## src/rtl/core/irn_pkg.sv

```systemverilog
// ----------------------------------------------------------------------------
// irn_pkg: shared definitions for the nearest-neighbor image rotator
// Field widths, register map codes, reset values and the operation bundle
// passed from the coordinate mapper to the frame store.
// ----------------------------------------------------------------------------
package irn_pkg;

  // Default frame store edge length in pixels.
  localparam int unsigned MAX_DIM_DEF = 64;

  localparam int unsigned COORD_W   = 6;
  localparam int unsigned PIX_W     = 32;
  localparam int unsigned COEF_W    = 16;
  localparam int unsigned DIM_REG_W = 7;
  localparam int unsigned FRAC_BITS = 14;

  // Stream packing: pix_x, pix_y, pix_in, padded to whole bytes.
  localparam int unsigned S_TDATA_W = 48;

  // Configuration port.
  localparam int unsigned APB_AW = 4;
  localparam int unsigned APB_DW = 32;

  typedef enum logic [1:0] {
    REG_COS    = 2'd0,
    REG_SIN    = 2'd1,
    REG_WIDTH  = 2'd2,
    REG_HEIGHT = 2'd3
  } irn_reg_e;

  typedef enum logic {
    CMD_WRITE = 1'b0,
    CMD_READ  = 1'b1
  } irn_cmd_e;

  localparam logic signed [COEF_W-1:0] COS_RST    = 16'sd16384;
  localparam logic signed [COEF_W-1:0] SIN_RST    = 16'sd0;
  localparam logic [DIM_REG_W-1:0]     WIDTH_RST  = 7'd64;
  localparam logic [DIM_REG_W-1:0]     HEIGHT_RST = 7'd64;

  // Store operation for one request: wr stores a pixel, rd fetches an
  // in-image source pixel.
  typedef struct packed {
    logic wr;
    logic rd;
  } irn_op_t;

endpackage

```

## src/rtl/core/irn_cfg.sv

```systemverilog
// ----------------------------------------------------------------------------
// irn_cfg: configuration registers
// APB register file for the rotation coefficients and image size, with the
// image size limited to the range the frame store supports.
// ----------------------------------------------------------------------------
module irn_cfg #(
  parameter int unsigned MAX_DIM = irn_pkg::MAX_DIM_DEF,
  localparam int unsigned DIM_W  = $clog2(MAX_DIM + 1)
) (
  input  logic                                   clk_i,
  input  logic                                   rst_ni,
  input  logic                                   psel,
  input  logic                                   penable,
  input  logic                                   pwrite,
  input  logic [irn_pkg::APB_AW-1:0]             paddr,
  input  logic [irn_pkg::APB_DW-1:0]             pwdata,
  output logic [irn_pkg::APB_DW-1:0]             prdata,
  output logic                                   pready,
  output logic signed [irn_pkg::COEF_W-1:0]      rot_cos_o,
  output logic signed [irn_pkg::COEF_W-1:0]      rot_sin_o,
  output logic [DIM_W-1:0]                       dim_w_o,
  output logic [DIM_W-1:0]                       dim_h_o
);

  localparam int unsigned CMPW = (DIM_W > irn_pkg::DIM_REG_W) ? DIM_W : irn_pkg::DIM_REG_W;

  logic signed [irn_pkg::COEF_W-1:0] cos_q, sin_q;
  logic [irn_pkg::DIM_REG_W-1:0]     width_q, height_q;
  logic                              wr_en;
  irn_pkg::irn_reg_e                 reg_sel;

  assign pready  = 1'b1;
  assign wr_en   = psel & penable & pwrite;
  assign reg_sel = irn_pkg::irn_reg_e'(paddr[3:2]);

  always_ff @(posedge clk_i or negedge rst_ni) begin
    if (!rst_ni) begin
      cos_q    <= irn_pkg::COS_RST;
      sin_q    <= irn_pkg::SIN_RST;
      width_q  <= irn_pkg::WIDTH_RST;
      height_q <= irn_pkg::HEIGHT_RST;
    end else if (wr_en) begin
      case (reg_sel)
        irn_pkg::REG_COS:    cos_q    <= pwdata[irn_pkg::COEF_W-1:0];
        irn_pkg::REG_SIN:    sin_q    <= pwdata[irn_pkg::COEF_W-1:0];
        irn_pkg::REG_WIDTH:  width_q  <= pwdata[irn_pkg::DIM_REG_W-1:0];
        irn_pkg::REG_HEIGHT: height_q <= pwdata[irn_pkg::DIM_REG_W-1:0];
        default: ;
      endcase
    end
  end

  always_comb begin
    case (reg_sel)
      irn_pkg::REG_COS:    prdata = irn_pkg::APB_DW'(unsigned'(cos_q));
      irn_pkg::REG_SIN:    prdata = irn_pkg::APB_DW'(unsigned'(sin_q));
      irn_pkg::REG_WIDTH:  prdata = irn_pkg::APB_DW'(width_q);
      irn_pkg::REG_HEIGHT: prdata = irn_pkg::APB_DW'(height_q);
      default:             prdata = '0;
    endcase
  end

  // Size registers are limited to 1..MAX_DIM.
  function automatic logic [DIM_W-1:0] clamp_dim(input logic [irn_pkg::DIM_REG_W-1:0] v);
    logic [CMPW-1:0] ve;
    ve = CMPW'(v);
    if (ve == '0) begin
      clamp_dim = DIM_W'(1);
    end else if (ve > CMPW'(MAX_DIM)) begin
      clamp_dim = DIM_W'(MAX_DIM);
    end else begin
      clamp_dim = DIM_W'(ve);
    end
  endfunction

  assign rot_cos_o = cos_q;
  assign rot_sin_o = sin_q;
  assign dim_w_o   = clamp_dim(width_q);
  assign dim_h_o   = clamp_dim(height_q);

endmodule

```

## config.mk

```make
export PLATFORM = sky130hd
export DESIGN_NAME = irn_cfg
export DESIGN_NICKNAME = d
export VERILOG_FILES = /design/src/rtl/core/irn_pkg.sv /design/src/rtl/core/irn_cfg.sv
export SDC_FILE = /design/constraint.sdc
export NUM_CORES = 1
export LEC_CHECK = 0
export BUFFER_PORTS_ARGS = -buffer_cell sky130_fd_sc_hd__buf_4
export CORE_MARGIN = 2
export CORE_UTILIZATION = 50
export CTS_BUF_LIST = sky130_fd_sc_hd__clkbuf_8
export DETAILED_ROUTE_END_ITERATION = 8
export GPL_TIMING_DRIVEN = 0
export MAX_ROUTING_LAYER = met4
export PLACE_DENSITY_LB_ADDON = 0.1
export REMOVE_ABC_BUFFERS = 1
export SYNTH_ARGS = -nofsm -noshare
export SYNTH_HDL_FRONTEND = slang
export SYNTH_SLANG_ARGS = --single-unit
```

## constraint.sdc

```tcl
create_clock -name clk_i -period 2.46 [get_ports clk_i]
set_input_delay 0.246 -clock clk_i [delete_from_list [all_inputs] [get_ports clk_i]]
set_output_delay 0.246 -clock clk_i [all_outputs]
set_load 0.01 [all_outputs]
```

==> reports/results.txt, run 1 <==
The area taken by flip-flops and latches was 1150 µm². The final setup TNS was 0 ps; the part of the Yosys area used for sequential elements was 49.5%. For the total count of hold-check failures in the final report, the log shows 0.

The quantity of I/O buffers inserted on ports is 84, and the count of buffers added by post-CTS timing repair for setup is 0. The run gives 60 as the violation count after the first detailed-routing iteration. Detailed placement finished with a half-perimeter wire length of 3.23 mm. In this run the deepest clock path goes through 2 buffers. The tools report the largest vdd supply drop as 0.000407 V. The kind of launch point of the worst setup path is a flip-flop. The initial utilization of the core area, before any placement, comes to 52.9%. The tools report the launch instance of the worst register-to-register path as height_q[6]. The first global-routing pass estimated 7.28 mm of wire. The depth of the worst register-to-register path works out to 1. The total wire length after detailed routing came out at 4.59 mm.

After clock tree synthesis, the clock-pin slew on the worst setup and hold paths is 80 ps. TritonCTS created 5 clock buffers. Dividing the detail-routed via count by the number of cells gives 5.09.

Counting instances, the worst hold path has a depth of 2. The tools report the routability congestion estimate as 0.723. The clock latency of the later-clocked register in the worst-skew pair came out at 290 ps. The nature of the critical path endpoint is a primary output.

The minimum period implied by the final worst setup slack is 1590 ps. The destination of the worst hold path is rot_cos_o[7]. CTS saw 46 sinks. The max-slew violation total from the final report is 0.

The data required time of the worst path was 2210 ps. The count of cells in the finished layout, fillers not included, comes to 301. The wire length per cell works out to 15.3 µm. Launch point of the critical path: height_q[2]. After filler insertion, the fill cell instance count of the layout stands at 343.

In this run the power density over the cells is 809 nW/µm². Entering global routing, the biggest net connects 47 pins. The area growth from synthesis to final layout works out to 27.5%. Leaving out fill and tap cells, the most frequent cells in the layout are 84 x sky130_fd_sc_hd__buf_4, 46 x sky130_fd_sc_hd__mux2_2, 43 x sky130_fd_sc_hd__dfrtp_1, 17 x sky130_fd_sc_hd__conb_1, 13 x sky130_fd_sc_hd__nor2_1. Buffer type at the clock tree root: sky130_fd_sc_hd__clkbuf_8. The detailed router placed 1532 vias in this run. For this run, design rule violations remaining after detail routing come to 0.

The flow ran to the end, and the final reports show no timing, DRC or antenna violations. Setup violations remaining at the end of the flow were counted as 0. The tools report the multi-input logic area as 1030 µm². The worst path uses 64.6% of the clock period. The critical path is of the reg2out type.

The proportion of layout cells with a drive suffix above 1 was 60.6%; the mean instance size in the synthesized netlist was 13.9 µm². In this run the cell area of the synthesized design comes to 2330 µm². The H-tree was split into 2 levels.

Across all register-to-register paths, the minimum setup slack is 1620 ps. For this run, the share of the core covered by cells in the final layout is 67.5%. In this run the horizontal extent of the chip is 72.3 µm. Data arrives at the worst endpoint at 1340 ps. Leaving out fill and tap cells, the most frequent cell in the layout is sky130_fd_sc_hd__buf_4. In this run the vertical extent of the chip is 72.3 µm. Before antenna repair, the detailed router went through 4 iterations. The logs give 4410 µm² for the standard cell core area and 24 for the number of placement rows. The global-route usage over all layers came out at 19.1%.

In this run the worst path has a maximum fanout of 4. Clock skew: 0 ps. The worst hold path begins at pwdata[7]. The number of instances in the synthesized netlist came out at 168. At the pin with the least slew margin, the transition time is 921 ps. The classification of the worst-slack hold path was in2reg.

The number of maximum-capacitance violations was 0. The logs give 0 for the number of synthesis warnings and 120 for the number of placed I/O pins. The post-placement cell count was 293. TritonCTS built the clock tree. The critical register-to-register path endpoint was height_q[6]. Setup repair after global routing left no endpoint under its margin. The count of inserted antenna diode cells is 0, and the number of nets with antenna violations after detailed routing is 0.

For the via count of the first global-routing pass, the log shows 1454. For this run, the top clock speed supported by timing is 629 MHz. The worst slew margin relative to its limit came out at 38.5%.

The logs give 871 ps for the post-layout worst setup margin and 5230 µm² for the area enclosed by the die boundary. The logs give 20 for the number of distinct standard cells referenced by the synthesized netlist and 546 ps for the post-place setup slack. Synthesis inferred 46 register bits.

For the initial antenna violation count, the log shows 0. The global route total overflow was 0. In the final design database the tool counted 290 nets. For the leakage power total, the log shows 1.47 nW.
-- power breakdown --
group	internal, W	leakage [nW]	switching, W
registers	0.000942	0.559	0.000157
logic	0.000523	0.868	0.000342
clock network	0.000219	0.0485	0.000225
-- timing repair --
action                                 CTS  global route
hold buffers                             1             0
endpoints found under the hold margin   43             0
resized for setup                        0             0
-- layer usage --
| layer | up-vias | global-route usage [%] | wire, µm |
|---|---|---|---|
| met5 | - | - | 0 |
| met4 | 0 | 5.66 | 52 |
| met3 | 6 | 5.00 | 373 |
| met2 | 73 | 29.5 | 2150 |
| met1 | 736 | 25.0 | 2020 |
| li1 | 717 | - | - |
-- worst max-delay path by stage --
stage,to,slack (ps),depth (start not counted)
after floorplan,rot_cos_o[0],970,3
after global placement,rot_cos_o[15],550,4
after detailed placement,rot_cos_o[1],550,4
after CTS,prdata[2],860,2
after global routing,rot_cos_o[5],800,4
final,prdata[2],870,2
-- area by class of cell --
type / count / share of cell area, %
Multi-Input combinational cell: 111 / 34.6
Sequential cell: 46 / 38.8
Tap cell: 52 / 2.18
Clock buffer: 6 / 2.77
Timing Repair Buffer: 85 / 21.5
Clock inverter: 1 / 0.126
-- cell usage after synthesis, drive strengths merged --
cell / n / area (µm²)
nand3b: 1 / 20.0
nor3b: 1 / 18.8
conb: 2 / 7.51
nor2: 13 / 48.8
dfrtp: 43 / 1080
nor2b: 10 / 62.6
nand3: 1 / 10.0
a21oi: 2 / 10.0
dfstp: 3 / 78.8
mux2i: 9 / 90.1
clkbuf: 2 / 7.51
buf: 24 / 198
and3: 1 / 11.3
nor3: 2 / 10.0
mux4: 7 / 158
mux2: 46 / 518
and3b: 1 / 10.0
-- through the flow --
step	cell area [µm²]	total power, W	hold slack, ps
detailed placement	2880	0.00199	282
global placement	2880	0.00197	281
finish	2980	0.00241	190
global route	2980	0.00256	171
floorplan	2190	0.00150	-49.6
CTS	2980	0.00244	178
-- cells by family after synthesis --
logic type             synth area share [%]
other                                 0.322
flip-flops                             49.5
buffers and inverters                  8.79
AO/OA/AOI/OAI                         0.429
multiplexers                           32.8
AND/OR/NAND/NOR                        8.20
-- critical path, stage by stage, from the launching register on --
cell	delay (ps)
sky130_fd_sc_hd__dfrtp_1	420
sky130_fd_sc_hd__mux4_2	480
sky130_fd_sc_hd__buf_4	160
-- sequential cells by signal, summed over array words and instances, names as in the netlist --
name and flops:
width_q 7, height_q 7, rot_cos_o 16, rot_sin_o 16
Power figures use the tool's default switching activity.
==> run 2: changes to the inputs <==
--- a/config.mk
+++ b/config.mk
@@ -5,9 +5,10 @@
 export SDC_FILE = /design/constraint.sdc
 export NUM_CORES = 1
 export LEC_CHECK = 0
+export ABC_AREA = 1
 export BUFFER_PORTS_ARGS = -buffer_cell sky130_fd_sc_hd__buf_4
 export CORE_MARGIN = 2
-export CORE_UTILIZATION = 50
+export CORE_UTILIZATION = 43
 export CTS_BUF_LIST = sky130_fd_sc_hd__clkbuf_8
 export DETAILED_ROUTE_END_ITERATION = 8
 export GPL_TIMING_DRIVEN = 0
==> constraint.sdc (replaced) <==
create_clock -name clk_i -period 1.41 [get_ports clk_i]
set_input_delay 0.141 -clock clk_i [delete_from_list [all_inputs] [get_ports clk_i]]
set_output_delay 0.141 -clock clk_i [all_outputs]
set_load 0.01 [all_outputs]
==> reports/results.txt, run 2 <==
The post-place setup slack is -384 ps (was 546 ps), and the mean instance size in the synthesized netlist is 7.65 µm² (was 13.9 µm²). The fraction of the core area covered by cells at the end of the flow is 58.6% (was 67.5%). The data required time of the worst path is 1270 ps (was 2210 ps), and the part of the Yosys area used for sequential elements is 48.6% (was 49.5%). The worst path buffer plus inverter count was 2 (was 1). In this design, the critical path's most frequently occurring cell is sky130_fd_sc_hd__nor2_2.

The classification of the worst setup path was reg2out (unchanged). Synth area leaders: sky130_fd_sc_hd__dfrtp_1 45%, sky130_fd_sc_hd__nand2_1 16%, sky130_fd_sc_hd__o21ai_0 7.6%, sky130_fd_sc_hd__inv_1 6.9%, sky130_fd_sc_hd__buf_4 6.0% (was sky130_fd_sc_hd__dfrtp_1 46%, sky130_fd_sc_hd__mux2_2 22%, sky130_fd_sc_hd__mux4_2 6.8%, sky130_fd_sc_hd__buf_4 5.8%, sky130_fd_sc_hd__mux2i_1 3.9%). The run gives 120 (unchanged) as the number of placed I/O pins. Most used cells in the layout excluding fill and tap cells: 100 x sky130_fd_sc_hd__nand2_1, 94 x sky130_fd_sc_hd__buf_4, 43 x sky130_fd_sc_hd__dfrtp_1, 42 x sky130_fd_sc_hd__inv_1, 36 x sky130_fd_sc_hd__o21ai_0 (was 84 x sky130_fd_sc_hd__buf_4, 46 x sky130_fd_sc_hd__mux2_2, 43 x sky130_fd_sc_hd__dfrtp_1, 17 x sky130_fd_sc_hd__conb_1, 13 x sky130_fd_sc_hd__nor2_1). The overall power of the completed layout is 0.00428 W (was 0.00241 W).

The wire length per cell was 12.9 µm (was 15.3 µm). The cell taking the most area after synthesis is sky130_fd_sc_hd__dfrtp_1 (unchanged). The area growth from synthesis to final layout is 34.1% (was 27.5%), and the violation count after the first detailed-routing iteration is 147 (was 60). For the number of search-and-repair iterations in the first detailed-routing pass, the log shows 4 (unchanged). The flow ran to the end, but the final reports show violations.

The tools report the total count of hold-check failures in the final report as 0 (unchanged). The standard cell core area is 5440 µm² (was 4410 µm²), and the number of vias after detailed routing is 2215 (was 1532). The cell area after placement came out at 2950 µm² (was 2880 µm²). The number of buffers created by CTS is 5 (unchanged). Classification of the worst-slack hold path: in2reg (unchanged). For the HPWL after detailed placement, the log shows 4.17 mm (was 3.23 mm). For the area enclosed by the die boundary, the log shows 6140 µm² (was 5230 µm²).

The number of H-tree levels is 2 (unchanged). The proportion of layout cells with a drive suffix above 1 is 31.7% (was 60.6%). The most instantiated flip-flop cell in the synthesis netlist was sky130_fd_sc_hd__dfrtp_1 (unchanged). The tools report the worst slew margin relative to its limit as 59.6% (was 38.5%). The critical path's top delay family is flip-flops (was multiplexers).

The initial standard-cell utilization of the core is 43.7% (was 52.9%), and the quantity of I/O buffers inserted on ports is 84 (unchanged). The post-synthesis instance area was 2380 µm² (was 2330 µm²). Cells along the critical path: nor2_2 -> nand3_1 -> nand2_1 -> inv_2 -> nor2_2 -> buf_4 (was mux4_2 -> buf_4).

The number of synthesized flops with an enable pin is 0 (unchanged), and the number of distinct standard cells referenced by the synthesized netlist is 19 (was 20). The logs give 0 (unchanged) for the number of maximum-capacitance violations and 5 (was 0) for the number of setup violations in the final report. The tools report the post-layout worst setup margin as -80.5 ps (was 871 ps).

The via count normalized by instance count was 4.68 (was 5.09). Setup repair after global routing could not meet its margin everywhere. Via count of the first global-routing pass: 2047 (was 1454). The minimum period implied by the final worst setup slack works out to 1490 ps. The buffer type at the clock tree root was sky130_fd_sc_hd__clkbuf_8 (unchanged).

The hold path startpoint is pwdata[10] (was pwdata[7]). The buffer levels on the longest clock path was 2 (unchanged). The logs give 0 (unchanged) for the number of nets with antenna violations after detailed routing and 0 (unchanged) for the count of inserted antenna diode cells. The power density relative to cell area was 1340 nW/µm² (was 809 nW/µm²); the max-slew violation total from the final report was 0 (unchanged).

The register bit total from synthesis came out at 46 (unchanged). The leakage power total is 1.72 nW (was 1.47 nW), and the total clock sinks is 46 (unchanged). The data arrival time of the critical path is 1350 ps (was 1340 ps).

The slew at the pin closest to its max-slew limit came out at 606 ps (was 921 ps). Count of unresolved DRC violations after routing: 0 (unchanged). The tools report the launch point of the critical path as width_q[3] (was height_q[2]). The checks that failed: negative setup slack.

Final-stage net count: 441 (was 290). The tools report the clock skew as 0 ps (unchanged). The share of synthesized flip-flops with an asynchronous set or reset is 100% (unchanged), and the peak clock frequency supported by timing is 671 MHz. The global-route usage over all layers came out at 21.2% (was 19.1%). Global route total overflow: 0 (unchanged). Number of placement rows: 27 (was 24). Biggest cell delay along the critical path: 430 ps (was 480 ps). The cell with the most instances after synthesis is sky130_fd_sc_hd__nand2_1 (was sky130_fd_sc_hd__mux2_2). The maximum fanout encountered on the critical timing path was 3 (was 4). The tools report the nature of the critical path endpoint as a primary output (unchanged). The tools report the largest vdd supply drop as 0.000604 V (was 0.000407 V). The tools report the worst-case hold slack as 55.1 ps (was 190 ps). The global-route wire length before repair came out at 9.92 mm (was 7.28 mm). The routability congestion estimate was 0.812 (was 0.723); the CTS clock-pin slew for the worst setup and hold paths was 90 ps (was 80 ps).

Launch instance of the worst register-to-register path: height_q[6] (unchanged). Area share of the largest cell type after synthesis: 45.2% (was 46.1%). Leading cell type in the layout, fill and taps excluded: sky130_fd_sc_hd__nand2_1 (was sky130_fd_sc_hd__buf_4). The kind of launch point of the worst setup path is a flip-flop (unchanged). Commonest cells in the synthesized netlist: 101 x sky130_fd_sc_hd__nand2_1, 44 x sky130_fd_sc_hd__inv_1, 43 x sky130_fd_sc_hd__dfrtp_1 (was 46 x sky130_fd_sc_hd__mux2_2, 43 x sky130_fd_sc_hd__dfrtp_1, 18 x sky130_fd_sc_hd__buf_4). The final design instance area without fill is 3190 µm² (was 2980 µm²), and the clock latency of the later-clocked register in the worst-skew pair is 300 ps (was 290 ps). The width of the die was 78.4 µm (was 72.3 µm). The slowest cell on the critical path is sky130_fd_sc_hd__dfrtp_1 (was sky130_fd_sc_hd__mux4_2). The largest net degree at the start of global routing was 47 (unchanged); the total wire length after detailed routing was 6.11 mm (was 4.59 mm). The die extent in y was 78.4 µm (was 72.3 µm); the initial antenna violation count was 0 (unchanged). TritonCTS built the clock tree. For the number of synthesis warnings, the log shows 0 (unchanged).

The final period utilization came out at 106%. The run gives 311 (was 168) as the number of instances in the synthesized netlist.
## run 2: changes by cell type after synthesis, sizes merged, moves of 2 or more
| cell | delta |
|---|---|
| mux2 | -46 |
| nand2 | +102 |
| inv | +44 |
| nand4 | +9 |
| o21ai | +55 |
| mux4 | -7 |
| nand3 | +2 |
| nor2 | +7 |
| nor2b | -10 |
| mux2i | -9 |
| nor3 | -2 |
| a21oi | -2 |
| buf | +3 |
## run 2: worst reg2reg max path: stages, from the launching register on
cell	delay, ps
sky130_fd_sc_hd__dfstp_2	610
sky130_fd_sc_hd__inv_2	50
sky130_fd_sc_hd__o21ai_0	150
## run 2: worst paths after layout
kind | to | slack [ps] | cells after the start
worst min register to register | rot_cos_o[14] | 510 | 2
worst max-delay path | dim_w_o[4] | -80 | 6
max in group asynchronous | rot_cos_o[1] | 610 | 2
worst min-delay path | rot_sin_o[10] | 60 | 3
min in group asynchronous | rot_cos_o[5] | 390 | 2
worst max register to register | height_q[6] | 530 | 2
## run 2: kinds of logic (layout without fill, tap and decap cells)
| group | after synthesis | in the layout | share of synthesized area [%] |
|---|---|---|---|
| compound gates | 55 | 55 | 11.6 |
| buf+inv | 73 | 148 | 15.5 |
| flops | 46 | 46 | 48.6 |
| other cells | 2 | 17 | 0.316 |
| simple gates | 135 | 135 | 24.1 |
## run 2: timing repair
| action | 4_1_cts | 5_1_grt |
|---|---|---|
| hold endpoints to repair | 43 | 0 |
| hold buffers | 1 | 0 |
| setup buffers | 8 | 3 |
| gates resized for setup | 10 | 9 |
| setup endpoints to repair | 13 | 14 |
| gates cloned | 0 | 0 |
| pin swaps | 3 | 6 |
## run 2: layer usage
metal  track usage, %  routed length, µm
met3             4.14                436
met1             27.8               2760
met2             33.6               2840
met4             6.32                 68
met5                -                  0
## run 2: final cells by class
| cell class | instances | area [µm²] |
|---|---|---|
| clock buffers | 6 | 82.6 |
| clock inverters | 2 | 8.76 |
| fillers | 563 | 2250 |
| inverters | 44 | 165 |
| multi-input cells | 207 | 961 |
| flip-flops and latches | 46 | 1150 |
| well taps | 72 | 90.1 |
| repair buffers | 96 | 727 |
## run 2: through the flow
| step | TNS, ps | std cells |
|---|---|---|
| 2_1_floorplan | 0 | 297 |
| 5_1_grt | -670 | 473 |
| 3_3_place_gp | -4940 | 453 |
| 4_1_cts | -169 | 470 |
| 6_report | -228 | 473 |
| 3_5_place_dp | -5240 | 453 |
## run 2: report_power, final
group          total, W  internal, W  switching (W)
combinational   0.00158     0.000786       0.000795
clock          0.000837     0.000389       0.000448
sequential      0.00186      0.00162       0.000238
total           0.00428      0.00280        0.00148
